<file path="src/sv/jsv_pkg.sv">
// shared types, constants and phase codes for the json syntax validator
package jsv_pkg;

  localparam int MaxDepth     = 64;
  localparam int PosBits      = 32;
  localparam int LevelBits    = $clog2(MaxDepth + 1);
  localparam int AddrBits     = (MaxDepth > 1) ? $clog2(MaxDepth) : 1;

  // scan status codes
  localparam logic [1:0] StatScan = 2'd0;
  localparam logic [1:0] StatDone = 2'd1;
  localparam logic [1:0] StatErr  = 2'd2;

  // error codes
  localparam logic [4:0] ErrEnd       = 5'd0;
  localparam logic [4:0] ErrValue     = 5'd1;
  localparam logic [4:0] ErrNumber    = 5'd2;
  localparam logic [4:0] ErrFrac      = 5'd3;
  localparam logic [4:0] ErrExp       = 5'd4;
  localparam logic [4:0] ErrLiteral   = 5'd5;
  localparam logic [4:0] ErrStrEnd    = 5'd6;
  localparam logic [4:0] ErrEscEnd    = 5'd7;
  localparam logic [4:0] ErrHexEnd    = 5'd8;
  localparam logic [4:0] ErrCtrl      = 5'd9;
  localparam logic [4:0] ErrKey       = 5'd10;
  localparam logic [4:0] ErrColon     = 5'd11;
  localparam logic [4:0] ErrObjEnd    = 5'd12;
  localparam logic [4:0] ErrObjSep    = 5'd13;
  localparam logic [4:0] ErrArrEnd    = 5'd14;
  localparam logic [4:0] ErrArrSep    = 5'd15;
  localparam logic [4:0] ErrDeep      = 5'd16;

  typedef enum logic [4:0] {
    PhValue, PhArrFirst, PhObjFirst, PhKey, PhColon, PhAfter,
    PhStr, PhStrEsc, PhStrHex, PhKeyStr, PhKeyEsc, PhKeyHex,
    PhLitN, PhLitT, PhLitF,
    PhMinus, PhZero, PhInt, PhDot, PhFrac, PhEmark, PhEsign, PhExp
  } phase_e;

  typedef struct packed {
    logic [7:0] data_byte;
    logic       last_byte;
  } in_item_t;

  typedef struct packed {
    logic [1:0]  scan_status;
    logic [4:0]  error_code;
    logic [31:0] byte_position;
    logic [6:0]  nesting_level;
  } out_item_t;

  // stack memory access from the scanner
  typedef struct packed {
    logic                we;
    logic [AddrBits-1:0] waddr;
    logic                wdata;
    logic                re;
    logic [AddrBits-1:0] raddr;
  } stk_req_t;

  // literal character table: kind 0 null, 1 true, 2 false
  function automatic logic [7:0] lit_char(input logic [1:0] kind, input logic [2:0] idx);
    logic [7:0] c;
    c = 8'h00;
    case (kind)
      2'd0: case (idx)
        3'd0: c = "n"; 3'd1: c = "u"; 3'd2: c = "l"; 3'd3: c = "l"; default: c = 8'h00;
      endcase
      2'd1: case (idx)
        3'd0: c = "t"; 3'd1: c = "r"; 3'd2: c = "u"; 3'd3: c = "e"; default: c = 8'h00;
      endcase
      2'd2: case (idx)
        3'd0: c = "f"; 3'd1: c = "a"; 3'd2: c = "l"; 3'd3: c = "s"; 3'd4: c = "e";
        default: c = 8'h00;
      endcase
      default: c = 8'h00;
    endcase
    return c;
  endfunction

  function automatic logic is_space(input logic [7:0] b);
    return (b == 8'h20) || (b == 8'h0A) || (b == 8'h0D) || (b == 8'h09);
  endfunction

  function automatic logic is_dec_char(input logic [7:0] b);
    return (b >= "0") && (b <= "9");
  endfunction

endpackage

</file>
<file path="src/sv/jsv_stack_mem.sv">
// container stack memory: one bit per level, 1 = object, registered read
module jsv_stack_mem (
  input  logic              clk_i,
  input  jsv_pkg::stk_req_t req_i,
  output logic              rdata_o
);
  import jsv_pkg::*;

  logic mem [MaxDepth];
  logic rdata_q;

  // write port
  always_ff @(posedge clk_i) begin
    if (req_i.we) begin
      mem[req_i.waddr] <= req_i.wdata;
    end
  end

  // read port
  always_ff @(posedge clk_i) begin
    if (req_i.re) begin
      rdata_q <= mem[req_i.raddr];
    end
  end

  assign rdata_o = rdata_q;

endmodule

</file>
<file path="src/sv/jsv_scanner.sv">
// per-byte scan logic: phase machine, stack pointer, and result register
module jsv_scanner (
  input  logic                clk_i,
  input  logic                rst_ni,
  input  logic                fire_i,
  input  jsv_pkg::in_item_t   item_i,
  output jsv_pkg::stk_req_t   stk_o,
  input  logic                stk_rdata_i,
  output jsv_pkg::out_item_t  res_o
);
  import jsv_pkg::*;

  phase_e                 phase_q, phase_d;
  logic [LevelBits-1:0]   level_q, level_d;
  logic [2:0]             lit_q, lit_d;
  logic [2:0]             hex_q, hex_d;
  logic [PosBits-1:0]     pos_q;
  logic [1:0]             fin_q, fin_d;
  logic [4:0]             code_q, code_d;
  // top-of-stack kind: memory read data, or value forwarded from last write
  logic                   top_fwd_q, top_fwd_d;
  logic                   use_fwd_q, use_fwd_d;
  logic                   top_obj;
  // end-of-buffer code that waits for the new top after a close
  logic                   end_pend_q, end_pend_d;
  out_item_t              res_q;

  logic [7:0] b;
  logic       dig, spc, e_mark;

  assign b      = item_i.data_byte;
  assign dig    = is_dec_char(b);
  assign spc    = is_space(b);
  assign e_mark = (b == "e") || (b == "E");
  assign top_obj = (level_q != '0) && (use_fwd_q ? top_fwd_q : stk_rdata_i);

  // next-state logic for one byte
  always_comb begin
    logic do_after, opened, closed, open_obj, lit_ok;
    logic [1:0] kind;
    logic [LevelBits-1:0] lvl_new;
    phase_d  = phase_q;
    level_d  = level_q;
    lit_d    = lit_q;
    hex_d    = hex_q;
    fin_d    = fin_q;
    code_d   = code_q;
    do_after = 1'b0;
    opened   = 1'b0;
    closed   = 1'b0;
    open_obj = 1'b0;
    kind     = 2'd0;
    lit_ok   = 1'b0;
    lvl_new  = '0;
    end_pend_d = 1'b0;

    if (fin_q == StatScan) begin
      case (phase_q)
        PhValue, PhArrFirst: begin
          if (spc) begin
          end else if (phase_q == PhArrFirst && b == "]") begin
            closed = 1'b1;
          end else if (b == "n") begin
            phase_d = PhLitN; lit_d = 3'd1;
          end else if (b == "t") begin
            phase_d = PhLitT; lit_d = 3'd1;
          end else if (b == "f") begin
            phase_d = PhLitF; lit_d = 3'd1;
          end else if (b == 8'h22) begin
            phase_d = PhStr;
          end else if (b == "{" || b == "[") begin
            if (level_q >= LevelBits'(MaxDepth)) begin
              fin_d = StatErr; code_d = ErrDeep;
            end else begin
              opened   = 1'b1;
              open_obj = (b == "{");
              level_d  = level_q + 1'b1;
              phase_d  = (b == "{") ? PhObjFirst : PhArrFirst;
            end
          end else if (b == "-") begin
            phase_d = PhMinus;
          end else if (b == "0") begin
            phase_d = PhZero;
          end else if (dig) begin
            phase_d = PhInt;
          end else begin
            fin_d = StatErr; code_d = ErrValue;
          end
        end
        PhObjFirst, PhKey: begin
          if (spc) begin
          end else if (b == "}" && phase_q == PhObjFirst) begin
            closed = 1'b1;
          end else if (b == 8'h22) begin
            phase_d = PhKeyStr;
          end else begin
            fin_d = StatErr; code_d = ErrKey;
          end
        end
        PhColon: begin
          if (spc) begin
          end else if (b == ":") begin
            phase_d = PhValue;
          end else begin
            fin_d = StatErr; code_d = ErrColon;
          end
        end
        PhAfter: do_after = 1'b1;
        PhStr, PhKeyStr: begin
          if (b == 8'h22) begin
            if (phase_q == PhKeyStr) begin
              phase_d = PhColon;
            end else if (level_q == '0) begin
              fin_d = StatDone; code_d = ErrEnd;
            end else begin
              phase_d = PhAfter;
            end
          end else if (b == 8'h5C) begin
            phase_d = (phase_q == PhKeyStr) ? PhKeyEsc : PhStrEsc;
          end else if (b < 8'h20) begin
            fin_d = StatErr; code_d = ErrCtrl;
          end
        end
        PhStrEsc, PhKeyEsc: begin
          if (b == "u") begin
            hex_d   = 3'd4;
            phase_d = (phase_q == PhKeyEsc) ? PhKeyHex : PhStrHex;
          end else begin
            phase_d = (phase_q == PhKeyEsc) ? PhKeyStr : PhStr;
          end
        end
        PhStrHex, PhKeyHex: begin
          if (hex_q != '0) hex_d = hex_q - 1'b1;
          if (hex_d == '0) phase_d = (phase_q == PhKeyHex) ? PhKeyStr : PhStr;
        end
        PhLitN, PhLitT, PhLitF: begin
          kind   = (phase_q == PhLitN) ? 2'd0 : (phase_q == PhLitT) ? 2'd1 : 2'd2;
          lit_ok = (b == lit_char(kind, lit_q)) && (lit_q < ((kind == 2'd2) ? 3'd5 : 3'd4));
          if (!lit_ok) begin
            fin_d = StatErr; code_d = ErrLiteral;
          end else if (lit_q + 3'd1 == ((kind == 2'd2) ? 3'd5 : 3'd4)) begin
            lit_d = '0;
            if (level_q == '0) begin
              fin_d = StatDone; code_d = ErrEnd;
            end else begin
              phase_d = PhAfter;
            end
          end else begin
            lit_d = lit_q + 3'd1;
          end
        end
        PhMinus: begin
          if (b == "0") phase_d = PhZero;
          else if (dig) phase_d = PhInt;
          else begin fin_d = StatErr; code_d = ErrNumber; end
        end
        PhZero, PhInt, PhFrac, PhExp: begin
          if (dig && phase_q != PhZero) begin
          end else if (b == "." && (phase_q == PhZero || phase_q == PhInt)) begin
            phase_d = PhDot;
          end else if (e_mark && phase_q != PhExp) begin
            phase_d = PhEmark;
          end else if (level_q == '0) begin
            fin_d = StatDone; code_d = ErrEnd;
          end else begin
            phase_d  = PhAfter;
            do_after = 1'b1;
          end
        end
        PhDot: begin
          if (dig) phase_d = PhFrac;
          else begin fin_d = StatErr; code_d = ErrFrac; end
        end
        PhEmark: begin
          if (b == "+" || b == "-") phase_d = PhEsign;
          else if (dig) phase_d = PhExp;
          else begin fin_d = StatErr; code_d = ErrExp; end
        end
        PhEsign: begin
          if (dig) phase_d = PhExp;
          else begin fin_d = StatErr; code_d = ErrExp; end
        end
        default: begin
          fin_d = StatErr; code_d = ErrValue;
        end
      endcase

      // separator or closing bracket after a value
      if (do_after && !spc) begin
        if (top_obj) begin
          if (b == ",") phase_d = PhKey;
          else if (b == "}") closed = 1'b1;
          else begin fin_d = StatErr; code_d = ErrObjSep; end
        end else begin
          if (b == ",") phase_d = PhValue;
          else if (b == "]") closed = 1'b1;
          else begin fin_d = StatErr; code_d = ErrArrSep; end
        end
      end

      // container close completes a value
      if (closed) begin
        lvl_new = (level_q != '0) ? level_q - 1'b1 : level_q;
        level_d = lvl_new;
        if (lvl_new == '0) begin
          fin_d = StatDone; code_d = ErrEnd;
        end else begin
          phase_d = PhAfter;
        end
      end

      // end of buffer while still scanning
      if (item_i.last_byte && fin_d == StatScan) begin
        fin_d = StatErr;
        case (phase_d)
          PhObjFirst, PhKey:  code_d = ErrKey;
          PhColon:            code_d = ErrColon;
          PhAfter: begin
            if (closed) begin
              // the new top is known only once the stack read lands
              code_d     = ErrArrEnd;
              end_pend_d = 1'b1;
            end else begin
              code_d = top_obj ? ErrObjEnd : ErrArrEnd;
            end
          end
          PhStr, PhKeyStr:    code_d = ErrStrEnd;
          PhStrEsc, PhKeyEsc: code_d = ErrEscEnd;
          PhStrHex, PhKeyHex: code_d = ErrHexEnd;
          PhLitN, PhLitT, PhLitF: code_d = ErrLiteral;
          PhMinus:            code_d = ErrNumber;
          PhDot:              code_d = ErrFrac;
          PhEmark, PhEsign:   code_d = ErrExp;
          PhZero, PhInt, PhFrac, PhExp: begin
            if (level_d == '0) begin
              fin_d = StatDone; code_d = ErrEnd;
            end else begin
              code_d = top_obj ? ErrObjEnd : ErrArrEnd;
            end
          end
          default:            code_d = ErrEnd;
        endcase
      end
    end
    top_fwd_d = 1'b0;
    use_fwd_d = 1'b0;
    if (opened) begin
      use_fwd_d = 1'b1;
      top_fwd_d = open_obj;
    end
  end

  // stack access: write on open, read the new top after a close that leaves the stack non-empty
  always_comb begin
    stk_o       = '0;
    stk_o.we    = fire_i && fin_q == StatScan && level_d == level_q + 1'b1;
    stk_o.waddr = AddrBits'(level_q);
    stk_o.wdata = (b == "{");
    stk_o.re    = fire_i && level_d != '0 && level_d < level_q;
    stk_o.raddr = AddrBits'(level_d - 1'b1);
  end

  // result: a pending end-of-buffer code takes its kind from the stack read data,
  // which holds until the result has left
  always_comb begin
    res_o = res_q;
    if (end_pend_q) begin
      res_o.error_code = stk_rdata_i ? ErrObjEnd : ErrArrEnd;
    end
  end

  // state registers and result register
  always_ff @(posedge clk_i or negedge rst_ni) begin
    if (!rst_ni) begin
      phase_q    <= PhValue;
      level_q    <= '0;
      lit_q      <= '0;
      hex_q      <= '0;
      pos_q      <= '0;
      fin_q      <= StatScan;
      code_q     <= ErrEnd;
      top_fwd_q  <= 1'b0;
      use_fwd_q  <= 1'b0;
      end_pend_q <= 1'b0;
      res_q      <= '0;
    end else if (fire_i) begin
      res_q.scan_status   <= fin_d;
      res_q.error_code    <= (fin_d == StatErr) ? code_d : ErrEnd;
      res_q.byte_position <= 32'(pos_q);
      res_q.nesting_level <= 7'(level_d);
      end_pend_q          <= end_pend_d;
      if (item_i.last_byte) begin
        phase_q   <= PhValue;
        level_q   <= '0;
        lit_q     <= '0;
        hex_q     <= '0;
        pos_q     <= '0;
        fin_q     <= StatScan;
        code_q    <= ErrEnd;
        use_fwd_q <= 1'b0;
      end else begin
        phase_q <= phase_d;
        level_q <= level_d;
        lit_q   <= lit_d;
        hex_q   <= hex_d;
        pos_q   <= pos_q + 1'b1;
        fin_q   <= fin_d;
        code_q  <= code_d;
        // keep forwarding until a read refreshes the memory output
        if (use_fwd_d) begin
          use_fwd_q <= 1'b1;
          top_fwd_q <= top_fwd_d;
        end else if (stk_o.re) begin
          use_fwd_q <= 1'b0;
        end
      end
    end
  end

  // a completed or failed scan never changes level until the buffer ends
  assert property (@(posedge clk_i) disable iff (!rst_ni)
    fire_i && fin_q != StatScan && !item_i.last_byte |=> $stable(level_q))
    else $error("level moved after finish");

  // level never exceeds the stack depth
  assert property (@(posedge clk_i) disable iff (!rst_ni)
    level_q <= LevelBits'(MaxDepth))
    else $error("stack level overflow");

  // stack write and read never happen on the same byte
  assert property (@(posedge clk_i) disable iff (!rst_ni)
    !(stk_o.we && stk_o.re))
    else $error("stack write and read collide");

  // the last byte of a buffer resets the scan
  assert property (@(posedge clk_i) disable iff (!rst_ni)
    fire_i && item_i.last_byte |=> fin_q == StatScan && level_q == '0)
    else $error("scan not cleared after last byte");

endmodule

</file>
<file path="src/sv/json_syntax_skip_validator_top.sv">
// top level: handshake, output register and stack memory around the scanner
//
//  channel | valid   | ready   | payload
//  in      | valid_i | ready_o | in_i  (data_byte, last_byte)
//  out     | valid_o | ready_i | out_o (scan_status, error_code, byte_position, nesting_level)
//
// one byte per cycle while the output is not stalled, result in the cycle after the transfer in
// the stack memory read for the new top after a close is registered
// reset clears all scan state; the stack memory needs no clearing
// a stalled output holds the result, and a new byte is taken when the
// output register is empty or being drained in the same cycle
module json_syntax_skip_validator_top (
  input  logic                clk_i,
  input  logic                rst_ni,
  input  logic                valid_i,
  output logic                ready_o,
  input  jsv_pkg::in_item_t   in_i,
  output logic                valid_o,
  input  logic                ready_i,
  output jsv_pkg::out_item_t  out_o
);
  import jsv_pkg::*;

  logic      fire;
  logic      valid_q;
  stk_req_t  stk_req;
  logic      stk_rdata;

  assign ready_o = !valid_q || ready_i;
  assign fire    = valid_i && ready_o;
  assign valid_o = valid_q;

  // output valid flag
  always_ff @(posedge clk_i or negedge rst_ni) begin
    if (!rst_ni) begin
      valid_q <= 1'b0;
    end else if (ready_o) begin
      valid_q <= valid_i;
    end
  end

  jsv_scanner u_scanner (
    .clk_i       (clk_i),
    .rst_ni      (rst_ni),
    .fire_i      (fire),
    .item_i      (in_i),
    .stk_o       (stk_req),
    .stk_rdata_i (stk_rdata),
    .res_o       (out_o)
  );

  jsv_stack_mem u_stack (
    .clk_i   (clk_i),
    .req_i   (stk_req),
    .rdata_o (stk_rdata)
  );

endmodule
</file>
<file path="config.mk">
export PLATFORM = sky130hd
export DESIGN_NAME = json_syntax_skip_validator_top
export DESIGN_NICKNAME = d
export VERILOG_FILES = /design/src/sv/jsv_pkg.sv /design/src/sv/jsv_stack_mem.sv /design/src/sv/jsv_scanner.sv /design/src/sv/json_syntax_skip_validator_top.sv
export SDC_FILE = /design/constraint.sdc
export NUM_CORES = 1
export LEC_CHECK = 0
export ABC_AREA = 0
export BUFFER_PORTS_ARGS = -buffer_cell sky130_fd_sc_hd__buf_2
export CELL_PAD_IN_SITES_DETAIL_PLACEMENT = 0
export CELL_PAD_IN_SITES_GLOBAL_PLACEMENT = 1
export CORE_ASPECT_RATIO = 1.4
export CORE_MARGIN = 1.5
export CORE_UTILIZATION = 52
export CTS_CLUSTER_DIAMETER = 30
export DETAILED_ROUTE_END_ITERATION = 6
export PLACE_DENSITY_LB_ADDON = 0.1
export RECOVER_POWER = 100
export SYNTH_ARGS = -nofsm -noshare
export SYNTH_HDL_FRONTEND = slang
export SYNTH_SLANG_ARGS = --single-unit
</file>
<file path="constraint.sdc">
create_clock -name clk_i -period 10.6 [get_ports clk_i]
set_input_delay 1.59 -clock clk_i [delete_from_list [all_inputs] [get_ports clk_i]]
set_output_delay 1.59 -clock clk_i [all_outputs]
set_load 0.05 [all_outputs]
</file>
# == Word level (Yosys, flattened, before mapping) ==
# Memory sizes are Yosys's and may differ from the RTL's. A register that Yosys moved wholly into a read port is not among the register bits.
# Cells that the tools add are included.
# word_totals
register_bits,107
latchBits,0
ram_bits,64
romBits,0
in_bits,13
output_inout_bits,48
word_cells,402
mem_count,1
# classes
addsub,6
mul,0
div,0
magnitude_cmp,6
eq_ne,82
shifts,0
mux,228
n_bitwise,1
reduce_logical,63
# memory_table
memory,depth,width,read_ports,rd_clocked_by_memory_dff,wr,line_no,rtl
u_stack.mem,64,1,1,1,1,jsv_stack_mem.sv:9,logic mem [MaxDepth];
# op_table
op,n
5-bit two-way mux,85
5-bit case mux with 11 select lines,2
7-bit two-way mux,14
2-bit two-way mux,47
8-bit by 7-bit equality test with 1-bit output (second input constant),11
5-bit by 4-bit equality test with 1-bit output (second input constant),16
5-bit equality test (second input constant),14
8-bit by 6-bit equality test with 1-bit output (second input constant),8
5-bit case mux with 12 select lines,1
1-bit two-way mux,49
3-bit two-way mux,15
5-bit by 3-bit equality test with 1-bit output (second input constant),8
7-bit case mux with 5 select lines,1
32-bit by 1-bit adder with 32-bit output (second input constant),1
32-bit two-way mux,1
7-bit case mux with 4 select lines,1
8-bit by 4-bit equality test with 1-bit output (second input constant),3
8-bit case mux with 3 select lines,1
2-bit OR reduction,12
7-bit zero test,3
7-bit case mux with 3 select lines,1
5-bit by 2-bit equality test with 1-bit output (second input constant),4
2-bit case mux with 10 select lines,1
8-bit two-way mux,2
44 further kinds,85

# == Longest topological paths before layout ==
# Gate-level depths: netlist of the first run.
# logic_depth
ltp_word,26
ltp_mapped,24

# == By module ==
# A second synthesis of the first run with hierarchy kept.
# unflattened
cells_unflattened,1306
area_unflattened_um2,12141.6
# by_module_without_submodules
module,instances,cells_each,area_each_um2,seq_area_each_um2
jsv_scanner,1,1097,9141.3,2652.5
jsv_stack_mem,1,205,2946.6,1951.9
json_syntax_skip_validator_top,1,4,53.8,25.0

# == Worst setup path before layout of the first run ==
# OpenSTA, ideal clock, no wires.
# synth_path
path_kind,input-to-reg
from,input port in_i[2] (netlist bit)
to,"memory u_stack.mem[62], enable pin"
arrival_time_ps,5032
t_required_ps,10298
setup_slack_ps,5265
stages,14
n_path_buf,2
cell_sequence,buf_2 > nand4b_1 > or2_1 > nor3_1 > o31ai_1 > or3_4 > xnor2_4 > buf_6 > ha_1 > nor4_1 > o21ai_0 > nor4b_2 > nand3_1 > nor2_1
# synth_between
elab_chain_cells,18
word_cells_on_any_way,63
cone_classes,2 x order compare; 17 x eq/ne; 30 x mux; 14 x reduce/logical
# synth_lines
element,line_no,rtl
start: declaration,json_syntax_skip_validator_top.sv:17,"input jsv_pkg::in_item_t in_i,"
"parallel branches: the longest is 11 deep, another holds 8-bit by 6-bit greater-or-equal comparator with 1-bit output",-,
7-bit two-way mux *,jsv_scanner.sv:202,if (closed) begin
7-bit two-way mux * (2 in a row),jsv_scanner.sv:57,if (fin_q == StatScan) begin
7-bit equality test *,jsv_scanner.sv:256,stk_o.we = fire_i && fin_q == StatScan && level_d == level_q + 1'b1;
1-bit logical AND *,jsv_scanner.sv:256,
1-bit two-way mux *,jsv_stack_mem.sv:14,if (req_i.we) begin
1-bit two-way mux (implied by the code) *,jsv_stack_mem.sv:15,mem[req_i.waddr] <= req_i.wdata;
end: declaration,jsv_stack_mem.sv:9,
# Every way passes the cells marked *. The select of a mux whose other input is x is not followed.

# == Worst setup path after layout of the first run ==
# layout_path
from,input port in_i[5] (netlist bit)
to,"memory u_stack.mem[56], enable pin"
# Same word-level chain as after synthesis.

==> metrics.md, run 1 <==
| Metric | Value |
|---|---|
| Post-synth ARST share | between 60% and 70% |
| Relative slew slack | -199% |
| CTS Sinks | 172 |
| Via/cell ratio | 6.36 |
| Share of the synthesized area in the top cell type | 22.2% |
| Via count | 10600 |
| Layout cells sized above 1 | 6.92% |
| Hold Vio Cnt, Final | 0 |
| Max layer used | met4 |
| Clock Tree Buf Depth | 2 |
| Pleak | 5.08 nW |
| Top cells by count, synth | 209 x nand2_1, 152 x nor2_1, 107 x dfrtp_1, 79 x o21ai_0, 69 x a21oi_1 |
| Largest net degree at the start of global routing | 81 |
| Nets | 1394 |
| Die Footprint | about 24000 um^2 |
| Synth area leaders | dfrtp_1 22%, edfxtp_1 16%, nand2_1 6.5% |
| ANT cells | 0 |
| Die width | 132 um |
| Number of synthesized flops with an enable pin | 65 |
| Worst setup SP type | input pin |
| Final critical-path required period | between 7000 and 8000 ps |
| Clk_lat worst skew | approximately 440 ps |
| Routed Antenna Nets | 0 |
| HPWL Detailed | 26.5 mm |
| Residual DRC | 0 |
| Post-synth net total | 1423 |
| Initial antenna violation count | 0 |
| Wire length on met3 | 1.37 mm |
| Syn_area_per_cell | 8.68 um^2 |
| H-tree depth | 4 |
| Max_cap viols | 5 |
| Worst-path fanout max | 18 |
| CTS tree | built |
| CTS resizes | 0 |
| CTS buffer count | 17 |
| Slowest-stage cell, CP | xnor2_1 |
| Rows | 65 |
| Port Buffer Count | 60 |
| First-pass DRT Iterations | 5 |
| Failing checks | capacitance limit, slew limit |
| Initial DRC Count | 797 |
| Met2 wire len | 18.4 mm |
| Critical path type | in2reg |
| Achievable Freq | 0.127 GHz |
| Clock slew at reported path FFs | 70 ps |
| Mapped Cells | 1388 |
| Synth Cell Area | 12000 um^2 |
| Final Util | 55.9% |
| Area growth syn-to-layout | 4.99% |
| Worst Clk Skew | ~16 ps |
| TNS Setup | 0 ps |
| CP Cell Sequence | clkbuf_1 -> nand3b_1 -> a211oi_1 -> and2_0 -> a2111oi_0 -> or3_2 -> xnor2_1 -> ha_1 -> nor4_1 -> o21ai_0 -> nor4b_2 -> nand3_1 -> nor2_1 |
| Register area share after synthesis | 38.4% |
| First-pass GRT wire length | 57.7 mm |
| Clock Tree Root | clkbuf_16 |
| Most instantiated library cell after synthesis | nand2_1 |
| Initial Util | 53.3% |
| Die height | 183 um |
| Core area | 22600 um^2 |
| Vias in the first global route | 10400 |
| Setup bufs post-CTS | 0 |
| Outcome | finished, violations left |
| Synth Flop Type | dfrtp_1 |
| # IOs | 61 |
| Met1 WL | ~15 mm |
| #FFs+latches synth | 172 |
| Slew Viols, Final | 261 |
| RSZ-0062 raised after global routing | false |
| Fin crit share | 74.6% |
| CP peak stage delay | ~1800 ps |
| WP data required | 10740 ps |
| Cell variety after synth | 108 |
| CTS Hold Bufs | 0 |
| Setup Viol. Count Final | 0 |
| Gr usage total | 30.9% |
| Pin slew with the least headroom to its limit | 4480 ps |
| GR Overflow Total | 0 |
| Worst vdd rail ir drop | approximately 0.11 mV |
| PwrDens | 136 nW/um^2 |
| Yosys warns | 0 |
| Worst hold path class | reg2reg |
| Avg WL per Cell | 22.0 um |
| Crit path DAT | 8040 ps |
| Crit. End Element | register |
| Post-Route WL | 36.8 mm |
| RD Place Congestion | 1.02 |
| Cell taking the most area after synthesis | dfrtp_1 |
## metal layers
layer,up-vias,GRT usage [%]
li1,5001,-
met1,5160,35.6
met3,119,3.70
met4,0,20.4
met2,356,54.3
met5,-,0
## path summary, 6_finish.rpt
check / startpoint / endpoint / slack, ps / depth (start not counted)
worst min register to register: u_scanner.res_o[26]$_DFFE_PN0P_ / u_scanner.res_o[26]$_DFFE_PN0P_ / 470 / 2
worst min-delay path: u_scanner.res_o[26]$_DFFE_PN0P_ / u_scanner.res_o[26]$_DFFE_PN0P_ / 470 / 2
max in group asynchronous: rst_ni / u_scanner.level_q[3]$_DFFE_PN0P_ / 4100 / 2
worst max register to register: u_scanner.level_q[1]$_DFFE_PN0P_ / u_stack.mem[56]$_DFFE_PP_ / 3280 / 14
worst max-delay path: in_i[5] / u_stack.mem[56]$_DFFE_PP_ / 2700 / 13
min in group asynchronous: rst_ni / u_scanner.res_o[22]$_DFFE_PN0P_ / 1530 / 1
## cells in the final DEF, fill, tap and decap left out, types with 9 or more instances in the layout
cell type  instances
a211oi_1          11
nor4_1            17
a21oi_1           70
nand2_1          209
nor3_1            42
nor2_1           152
a22o_1             9
edfxtp_1          65
dfrtp_1          107
o22ai_1           17
xnor2_1           16
nand4_1           13
clkbuf_16         17
nand3_1           40
clkbuf_1          55
buf_2              9
and3_1            13
nand2b_1          21
ha_1              22
buf_4             12
nor2b_1           16
a31oi_1           15
o21ai_0           82
inv_1             28
xor2_1            18
o211ai_1          11
a21o_1            10
mux2i_1           27
or3_1             16
## critical path: cells and delay by family
kind | cells | cell delay [ps]
buf+inv | 1 | 380
xor+xnor | 1 | 1750
compound gates | 3 | 820
simple gates | 7 | 2990
fa+ha+maj | 1 | 490
## power by group
part | internal [mW] | switching, mW
Sequential | 0.717 | 0.0327
Combinational | 0.0881 | 0.222
Clock | 0.383 | 0.276
## sequential cells by signal, summed over array words and instances, names as in the netlist, 2 cells and up
| register | count |
|---|---|
| u_scanner.hex_q | 3 |
| u_scanner.pos_q | 32 |
| u_stack.mem | 64 |
| u_scanner.phase_q | 5 |
| u_scanner.fin_q | 2 |
| u_scanner.level_q | 7 |
| u_scanner.code_q | 5 |
| u_scanner.res_o | 41 |
| u_scanner.lit_q | 3 |
| u_scanner.res_q | 5 |
## cell families (layout without fill, tap and decap cells)
| logic type | after synthesis | count (layout) | synth area share [%] |
|---|---|---|---|
| buffers and inverters | 156 | 140 | 6.54 |
| adder cells (fa/ha/maj) | 23 | 23 | 2.37 |
| AO/OA/AOI/OAI | 329 | 329 | 18.3 |
| multiplexers | 42 | 42 | 4.92 |
| AND/OR/NAND/NOR | 631 | 631 | 26.6 |
| flip-flops | 172 | 172 | 38.4 |
| XOR/XNOR | 35 | 35 | 2.76 |
## final cells by class
cell class              instances  area [um^2]
multi-input cells            1060         6560
repair buffers                 76          342
clock buffers                  18          439
clock inverters                14          184
flip-flops and latches        172         4630
inverters                      32          120
well taps                     301          377
fillers                      2229         9960
## through the flow
step	total power, mW	area, um^2	std cells	setup slack (ps)	hold slack [ps]
4_1_cts	1.73	12800	1673	4460	470
3_5_place_dp	1.08	12200	1641	4030	455
3_3_place_gp	1.07	12200	1641	4050	450
5_1_grt	1.78	12600	1673	2120	498
6_report	1.72	12600	1673	2700	471
2_1_floorplan	1.00	12000	1388	5270	440
Note: power is estimated with default switching activity, not from simulation.
==> inputs of run 2 (changes only) <==
--- a/config.mk
+++ b/config.mk
@@ -5,13 +5,13 @@
 export SDC_FILE = /design/constraint.sdc
 export NUM_CORES = 1
 export LEC_CHECK = 0
-export ABC_AREA = 0
+export ABC_AREA = 1
 export BUFFER_PORTS_ARGS = -buffer_cell sky130_fd_sc_hd__buf_2
 export CELL_PAD_IN_SITES_DETAIL_PLACEMENT = 0
 export CELL_PAD_IN_SITES_GLOBAL_PLACEMENT = 1
 export CORE_ASPECT_RATIO = 1.4
 export CORE_MARGIN = 1.5
-export CORE_UTILIZATION = 52
+export CORE_UTILIZATION = 46
 export CTS_CLUSTER_DIAMETER = 30
 export DETAILED_ROUTE_END_ITERATION = 6
 export PLACE_DENSITY_LB_ADDON = 0.1
==> constraint.sdc (replaced) <==
create_clock -name clk_i -period 8 [get_ports clk_i]
set_input_delay 1.2 -clock clk_i [delete_from_list [all_inputs] [get_ports clk_i]]
set_output_delay 1.2 -clock clk_i [all_outputs]
set_load 0.05 [all_outputs]
==> run 2 against run 1 <==
The run still ends with capacitance limit, slew limit left. Via count is 0.61% lower. Combinational power grew to 8.5 times the previous value. Total power grew to 2.7 times the previous value. Worst setup slack worse by 590 ps. Critical path type is now reg2reg. Critical endpoint is now u_scanner.use_fwd_q$_DFFE_PN0P_. Largest power group is now combinational logic.
==> metrics.md, run 2 <==
| Metric | Value |
|---|---|
| Initial antenna violation count | 0 (unchanged) |
| Initial DRC Count | 749 (-6.0%) |
| CTS resizes | 0 (unchanged) |
| Via count | 10600 (-0.61%) |
| Cell taking the most area after synthesis | dfrtp_1 |
| Fin crit share | 73.7% |
| RD Place Congestion | 0.949 (-7.0%) |
| Core area | 24700 um^2 (+9.1%) |
| Layout cells sized above 1 | 6.86% (-0.062 points) |
| Syn_area_per_cell | 7.31 um^2 (-16%) |
| Avg WL per Cell | 18.9 um (-14%) |
| Max_cap viols | 4 (-1) |
| # IOs | 61 (unchanged) |
| Fillers | 2602 (+17%) |
| Crit. End Element | register |
| Critical path type | reg2reg |
| Clk_lat worst skew | 440 ps (about the same) |
| Post-route cell area | 12200 um^2 (-3.2%) |
| Worst vdd rail ir drop | 0.256 mV (+130%) |
| Outcome | finished, violations left |
| Number of synthesized flops with an enable pin | 65 (unchanged) |
| Largest net degree at the start of global routing | 69 (-15%) |
| Failing checks | capacitance limit, slew limit |
| Post-synth net total | 1617 (+14%) |
| ANT cells | 0 (unchanged) |
| Crit path DAT | 6220 ps (-1820 ps) |
| Slew Viols, Final | 244 (-6.5%) |
| Die height | 191 um (+4.1%) |
| Worst Clk Skew | 10.2 ps (-5.93 ps) |
| Post-synth ARST share | 62.2% (unchanged) |
| Worst setup SP type | register |
| H-tree depth | 4 (unchanged) |
| TNS Setup | 0 ps (unchanged) |
| Residual DRC | 0 (unchanged) |
| HPWL Detailed | 28.0 mm (+5.6%) |
| PwrDens | 378 nW/um^2 (+180%) |
| First-pass DRT Iterations | 5 (unchanged) |
| Most common cell after layout, fill and taps aside | nand2_1 |
| WHS | 479 ps (+7.54 ps) |
| Max reg flops | 64 (unchanged) |
| Rows | 68 (+4.6%) |
| Largest reg by FF count | u_stack.mem |
| Clock Tree Root | clkbuf_16 |
| CTS tree | built |
| Post-Route WL | 36.3 mm (-1.5%) |
| GR Overflow Total | 0 (unchanged) |
| Most instantiated library cell after synthesis | nand2_1 |
| Synth area leaders | dfrtp_1 23%, edfxtp_1 17%, nand2_1 12% |
| CTS Hold Bufs | 0 (unchanged) |
| Via/cell ratio | 5.51 (-13%) |
| Worst hold path class | reg2reg |
| Power, Total | 4.62 mW (+170%) |
| CTS buffer count | 17 (unchanged) |
| Initial Util | 46.9% (-6.4 points) |
| Clock slew at reported path FFs | 70 ps (about the same) |
| Routed Antenna Nets | 0 (unchanged) |
| Setup bufs post-CTS | 0 (unchanged) |
| First-pass GRT wire length | 56.5 mm (-2.1%) |
| #FFs+latches synth | 172 (unchanged) |
| Mapped Cells | 1582 (+14%) |
| Pleak | 5.58 nW (+9.8%) |
| Commonest cells after routing, fill and taps aside | 361 x nand2_1, 214 x nor2_1, 177 x inv_1 |
| Vias in the first global route | 10400 (+0.28%) |
| Achievable Freq | between 0.15 and 0.2 GHz |
| Yosys warns | 0 (unchanged) |
| Area growth syn-to-layout | 5.82% |
| Cell variety after synth | 53 (-51%) |
| RSZ-0062 raised after global routing | false |
| Synth Flop Type | dfrtp_1 |
| Post-DP Area | 11900 um^2 (-2.6%) |
| Gr usage total | 28.8% (-2.1 points) |
| Die Footprint | 26100 um^2 (+8.4%) |
| Hold Vio Cnt, Final | 0 (unchanged) |
| Pin slew with the least headroom to its limit | 3640 ps (-844 ps) |
| Nets | 1625 (+17%) |
| Synth Cell Area | 11600 um^2 (-4.0%) |
| Clock Tree Buf Depth | 2 (unchanged) |
| CTS Sinks | 172 (unchanged) |
| Share of the synthesized area in the top cell type | 23.2% (+0.93 points) |
| Worst-path fanout max | 14 (-4) |
| Relative slew slack | -143% (+55 points) |
| WP data required | 8330 ps (-2410 ps) |
| Final critical-path required period | 5890 ps |
| Top cells by count, synth | 358 x nand2_1, 212 x nor2_1, 177 x inv_1, 129 x o21ai_0, 124 x nand3_1 |
| Register area share after synthesis | 40.0% (+1.6 points) |
| Setup Viol. Count Final | 0 (unchanged) |
| Die width | 137 um (+4.1%) |
| Port Buffer Count | 60 (unchanged) |
## run 2: cell types whose count changed after synthesis, sizes merged, moves of 16 or more
cell    delta
inv      +166
or3       -17
o21ai     +51
nand2b    -21
nand2    +160
buf       -22
nand3     +88
nand4     +24
nor2      +75
mux2i     -27
clkbuf    -21
nor2b     -16
## run 2: final timing paths
kind,start,to,slack [ps],cells after the start
setup / recovery,u_scanner.level_q[0]$_DFFE_PN0P_,u_scanner.use_fwd_q$_DFFE_PN0P_,2110,25
hold / removal,u_scanner.res_q[41]$_DFFE_PN0P_,u_scanner.res_q[41]$_DFFE_PN0P_,480,2
setup reg to reg,u_scanner.level_q[0]$_DFFE_PN0P_,u_scanner.use_fwd_q$_DFFE_PN0P_,2110,25
hold reg to reg,u_scanner.res_q[41]$_DFFE_PN0P_,u_scanner.res_q[41]$_DFFE_PN0P_,480,2
max in group asynchronous,rst_ni,u_scanner.res_o[15]$_DFFE_PN0P_,2450,2
min in group asynchronous,rst_ni,u_scanner.phase_q[1]$_DFFE_PN0P_,1770,1
## run 2: logic make-up after synthesis
family | synth area share (%)
xor gates and xnor gates | 1.21
adders and majority gates | 2.38
AOI/OAI and AO/OA | 13.4
and+or+nand+nor | 32.4
DFF | 40.0
buffers and inverters | 10.6
## run 2: report_power, final
| group | switching [mW] | leakage [nW] | internal [mW] |
|---|---|---|---|
| clock | 0.399 | 0.302 | 0.478 |
| combinational | 1.86 | 3.27 | 0.772 |
| sequential | 0.112 | 2.01 | 0.995 |
## run 2: critical path, stage by stage, from the launching register on
cell and delay, ps:
dfrtp_1 530, clkinv_1 330, ha_1 330, inv_1 80
nor2_1 60, nand3_1 480, nand2_1 270, nand2_1 140
o21ai_0 80, nand3b_2 200, nand2_1 350, inv_1 250
o21ai_0 500, nand2_1 90, o21ai_0 300, inv_1 300
ha_1 340, a21o_1 170, a21oi_1 110, o21bai_1 80
a211oi_1 190, o21ai_0 140, inv_1 170, o21ai_0 120
nand2_1 100, nand2_1 50
## run 2: area by class of cell
| cell class | count | area (um^2) | area share, % |
|---|---|---|---|
| inverter | 197 | 744 | 6.08 |
| multi-input combinational | 1132 | 5560 | 45.4 |
| sequential | 172 | 4630 | 37.8 |
| tap | 315 | 394 | 3.22 |
| clock buffer | 17 | 425 | 3.48 |
| clock inverter | 15 | 194 | 1.58 |
| timing repair buffer | 70 | 294 | 2.40 |
## run 2: per-layer routing
layer	track usage (%)	routed length, um
met3	3.51	1250
met2	52.8	19000
met4	15.1	1870
met5	0	0
met1	32.3	14100
## run 2: per-stage QoR
step	worst slack [ps]	std cells	utilization, %
after floorplan	3420	1582	-
after global placement	2700	1886	48.1
after detailed placement	2550	1886	48.1
after CTS	2730	1918	50.6
after global routing	1370	1918	49.6
final	2110	1918	49.6
==> inputs of run 3 (changes only) <==
--- a/config.mk
+++ b/config.mk
@@ -5,13 +5,13 @@
 export SDC_FILE = /design/constraint.sdc
 export NUM_CORES = 1
 export LEC_CHECK = 0
-export ABC_AREA = 1
+export ABC_AREA = 0
 export BUFFER_PORTS_ARGS = -buffer_cell sky130_fd_sc_hd__buf_2
 export CELL_PAD_IN_SITES_DETAIL_PLACEMENT = 0
 export CELL_PAD_IN_SITES_GLOBAL_PLACEMENT = 1
 export CORE_ASPECT_RATIO = 1.4
 export CORE_MARGIN = 1.5
-export CORE_UTILIZATION = 46
+export CORE_UTILIZATION = 43
 export CTS_CLUSTER_DIAMETER = 30
 export DETAILED_ROUTE_END_ITERATION = 6
 export PLACE_DENSITY_LB_ADDON = 0.1
==> constraint.sdc (replaced) <==
create_clock -name clk_i -period 5.1 [get_ports clk_i]
set_input_delay 0.765 -clock clk_i [delete_from_list [all_inputs] [get_ports clk_i]]
set_output_delay 0.765 -clock clk_i [all_outputs]
set_load 0.05 [all_outputs]
==> run 3 against run 2 <==
The flow still finishes with violations (capacitance limit, slew limit). First-iteration DRC count shrank 10%. Clock skew is 3.6 ps higher. Via count is 2.2% higher. Non-clock buffer count up 69. Clock-buffer cell count increased by 5. Final cell count decreased by 5.9%. Final area up 8.6%. Largest power group is now sequential cells.
==> metrics.md, run 3 (synthesis results as in run 1) <==
| Metric | Value |
|---|---|
| Outcome | finished, violations left |
| Failing checks | capacitance limit, slew limit |
| Commonest cells after routing, fill and taps aside | 208 x nand2_1, 151 x nor2_1, 106 x dfrtp_1 |
| Max_cap viols | 3 (-1) |
| CP peak stage delay | 620 ps (+90 ps) |
| Residual DRC | 0 (unchanged) |
| Worst Hold Endpoint | u_scanner.res_o[31]$_DFFE_PN0P_ |
| First-pass GRT wire length | 61.5 mm (+8.9%) |
| HPWL Detailed | 29.7 mm (+6.4%) |
| Min-delay src | u_scanner.res_o[31]$_DFFE_PN0P_ |
| Final critical-path required period | 4880 ps (-1010 ps) |
| # IOs | 61 (unchanged) |
| Cells on worst reg2reg path | 16 (-36%) |
| H-tree depth | 4 (unchanged) |
| CTS tree | built |
| Rows | 72 (+5.9%) |
| Nets | 1457 (-10%) |
| Crit. End Element | register |
| Initial DRC Count | 672 (-10%) |
| Port Buffer Count | 60 (unchanged) |
| Worst-path fanout max | 12 (-2) |
| Setup bufs post-CTS | 0 (unchanged) |
| Worst setup SP type | register |
| Post-DP Area | 12800 um^2 (+7.5%) |
| Vias in the first global route | 10600 (+2.1%) |
| WP buf/inv | 3 (-2) |
| Largest reg by FF count | u_stack.mem |
| ANT cells | 0 (unchanged) |
| Hold Vio Cnt, Final | 0 (unchanged) |
| Worst Clk Skew | 13.9 ps (+3.62 ps) |
| Max reg flops | 64 (unchanged) |
| Core area | 27600 um^2 (+12%) |
| RR Startpoint | u_scanner.phase_q[1]$_DFFE_PN0P_ |
| Clock Tree Buf Depth | 2 (unchanged) |
| Largest net degree at the start of global routing | 69 (unchanged) |
| CTS buffer count | 17 (unchanged) |
| Pin slew with the least headroom to its limit | 3780 ps (+144 ps) |
| Achievable Freq | 0.205 GHz (+21%) |
| Clock Tree Root | clkbuf_16 |
| Worst hold path class | reg2reg |
| Slowest-stage cell, CP | dfrtp_1 |
| CP top delay family | simple AND/OR/NAND/NOR gates |
| RR Endpoint | u_scanner.fin_q[0]$_DFFE_PN0P_ |
| Crit path DAT | 5250 ps (-970 ps) |
| Routed Antenna Nets | 0 (unchanged) |
| CTS Hold Bufs | 0 (unchanged) |
| Via/cell ratio | 5.99 (+8.6%) |
| First-pass DRT Iterations | 5 (unchanged) |
| R2R Setup Slk | 220 ps (-1890 ps) |
| Via count | 10800 (+2.2%) |
| Gr usage total | 28.2% (-0.65 points) |
| CTS resizes | 0 (unchanged) |
| Die width | 144 um (+5.4%) |
| Critical path type | reg2reg |
| Post-route cell area | 13300 um^2 (+8.6%) |
| WP data required | 5460 ps (-2870 ps) |
| Final Util | 48.2% (-1.4 points) |
| Layout cells sized above 1 | 11.6% (+4.7 points) |
| Die height | 201 um (+5.5%) |
| Initial Util | 43.7% (-3.2 points) |
| RD Place Congestion | 0.983 (+3.7%) |
| Post-Route WL | 40.0 mm (+10%) |
| Initial antenna violation count | 0 (unchanged) |
| TNS Setup | 0 ps (unchanged) |
| Clock slew at reported path FFs | 70 ps (about the same) |
| Die Footprint | 29000 um^2 (+11%) |
| Fin crit share | 95.8% (+22 points) |
| Clk_lat worst skew | 450 ps (about the same) |
| GR Overflow Total | 0 (unchanged) |
| Setup Viol. Count Final | 0 (unchanged) |
| Hold depth | 2 (unchanged) |
| Pleak | 5.40 nW (-3.2%) |
| Fillers | 2813 (+8.1%) |
| Slew Viols, Final | 173 (-29%) |
| CP Cell Sequence | and4bb_1 -> inv_1 -> ha_1 -> nor3_1 -> a21oi_1 -> or3_1 -> a221o_1 -> nor4_1 -> buf_4 -> and4_1 -> clkbuf_1 -> nor4b_1 -> o21ai_0 -> a21oi_1 -> a21oi_1 -> nor2_1 |
| Most common cell after layout, fill and taps aside | nand2_1 |
| Top cell by count, worst path | a21oi_1 |
| Avg WL per Cell | 22.2 um (+17%) |
| Relative slew slack | -152% (-8.7 points) |
| Worst vdd rail ir drop | 0.204 mV (-20%) |
| RSZ-0062 raised after global routing | false |
| Area growth syn-to-layout | 10.3% |
| PwrDens | 269 nW/um^2 (-29%) |
| CTS Sinks | 172 (unchanged) |
## run 3: cell types whose count changed in the layout (fill, tap and decap cells not counted), moves of 13 or more
cell | before | now
nand2b_1 | 0 | 21
inv_1 | 177 | 29
and3_1 | 0 | 13
inv_2 | 14 | 0
mux2i_1 | 0 | 27
nor2b_1 | 0 | 16
nor2_1 | 214 | 151
o21ai_0 | 133 | 84
nand4_1 | 37 | 13
nand3_1 | 126 | 39
buf_4 | 5 | 68
nand2_1 | 361 | 208
or3_1 | 0 | 16
xnor2_1 | 2 | 15
## run 3: where the power goes
| part | switching, mW | internal [mW] |
|---|---|---|
| combinational | 0.466 | 0.209 |
| clock | 0.564 | 0.774 |
| sequential | 0.0754 | 1.49 |
## run 3: how the worst max path moves through the flow
stage | startpoint | end | slack [ps] | cells past startpoint
after detailed placement | in_i[4] | u_scanner.use_fwd_q$_DFFE_PN0P_ | 60 | 22
after floorplan | u_scanner.level_q[0]$_DFFE_PN0P_ | u_stack.mem[62]$_DFFE_PP_ | 420 | 16
final | u_scanner.phase_q[1]$_DFFE_PN0P_ | u_scanner.fin_q[0]$_DFFE_PN0P_ | 220 | 16
after CTS | u_scanner.phase_q[3]$_DFFE_PN0P_ | u_scanner.use_fwd_q$_DFFE_PN0P_ | 240 | 21
after global placement | in_i[4] | u_scanner.use_fwd_q$_DFFE_PN0P_ | 100 | 20
after global routing | u_scanner.phase_q[1]$_DFFE_PN0P_ | u_stack.mem[4]$_DFFE_PP_ | 20 | 12
## run 3: layer usage
metal  GRT usage, %  wire [um]  vias to the layer above
li1               -          -                     5122
met1           32.6      15900                     5213
met2           47.9      20000                      346
met3           4.03       1310                      126
met4           18.7       2770                        0
met5              0          0                        -
## run 3: final cells by class
type	count	area (um^2)	share of cell area (%)
multi-input cells	1060	6650	50.1
flip-flops and latches	172	4630	34.9
repair buffers	139	808	6.08
clock buffers	22	517	3.89
well taps	370	463	3.48
inverters	32	120	0.904
clock inverters	10	96.3	0.725
## run 3: worst reg2reg max path, cell delays in order (launching register included)
cell and delay (ps):
dfrtp_1 620, and4bb_1 610, inv_1 220, ha_1 360, nor3_1 350, a21oi_1 300
or3_1 380, a221o_1 360, nor4_1 200, buf_4 170, and4_1 220, clkbuf_1 170
nor4b_1 230, o21ai_0 170, a21oi_1 240, a21oi_1 100, nor2_1 100
## run 3: metrics by stage
step | instances | worst slack, ps | power (mW) | hold slack (ps)
final | 1805 | 216 | 3.58 | 470
after global routing | 1805 | 19.2 | 3.73 | 503
after CTS | 1805 | 239 | 3.62 | 459
after detailed placement | 1773 | 55.7 | 2.28 | 457
after global placement | 1773 | 104 | 2.27 | 452
after floorplan | 1388 | 416 | 2.08 | 440
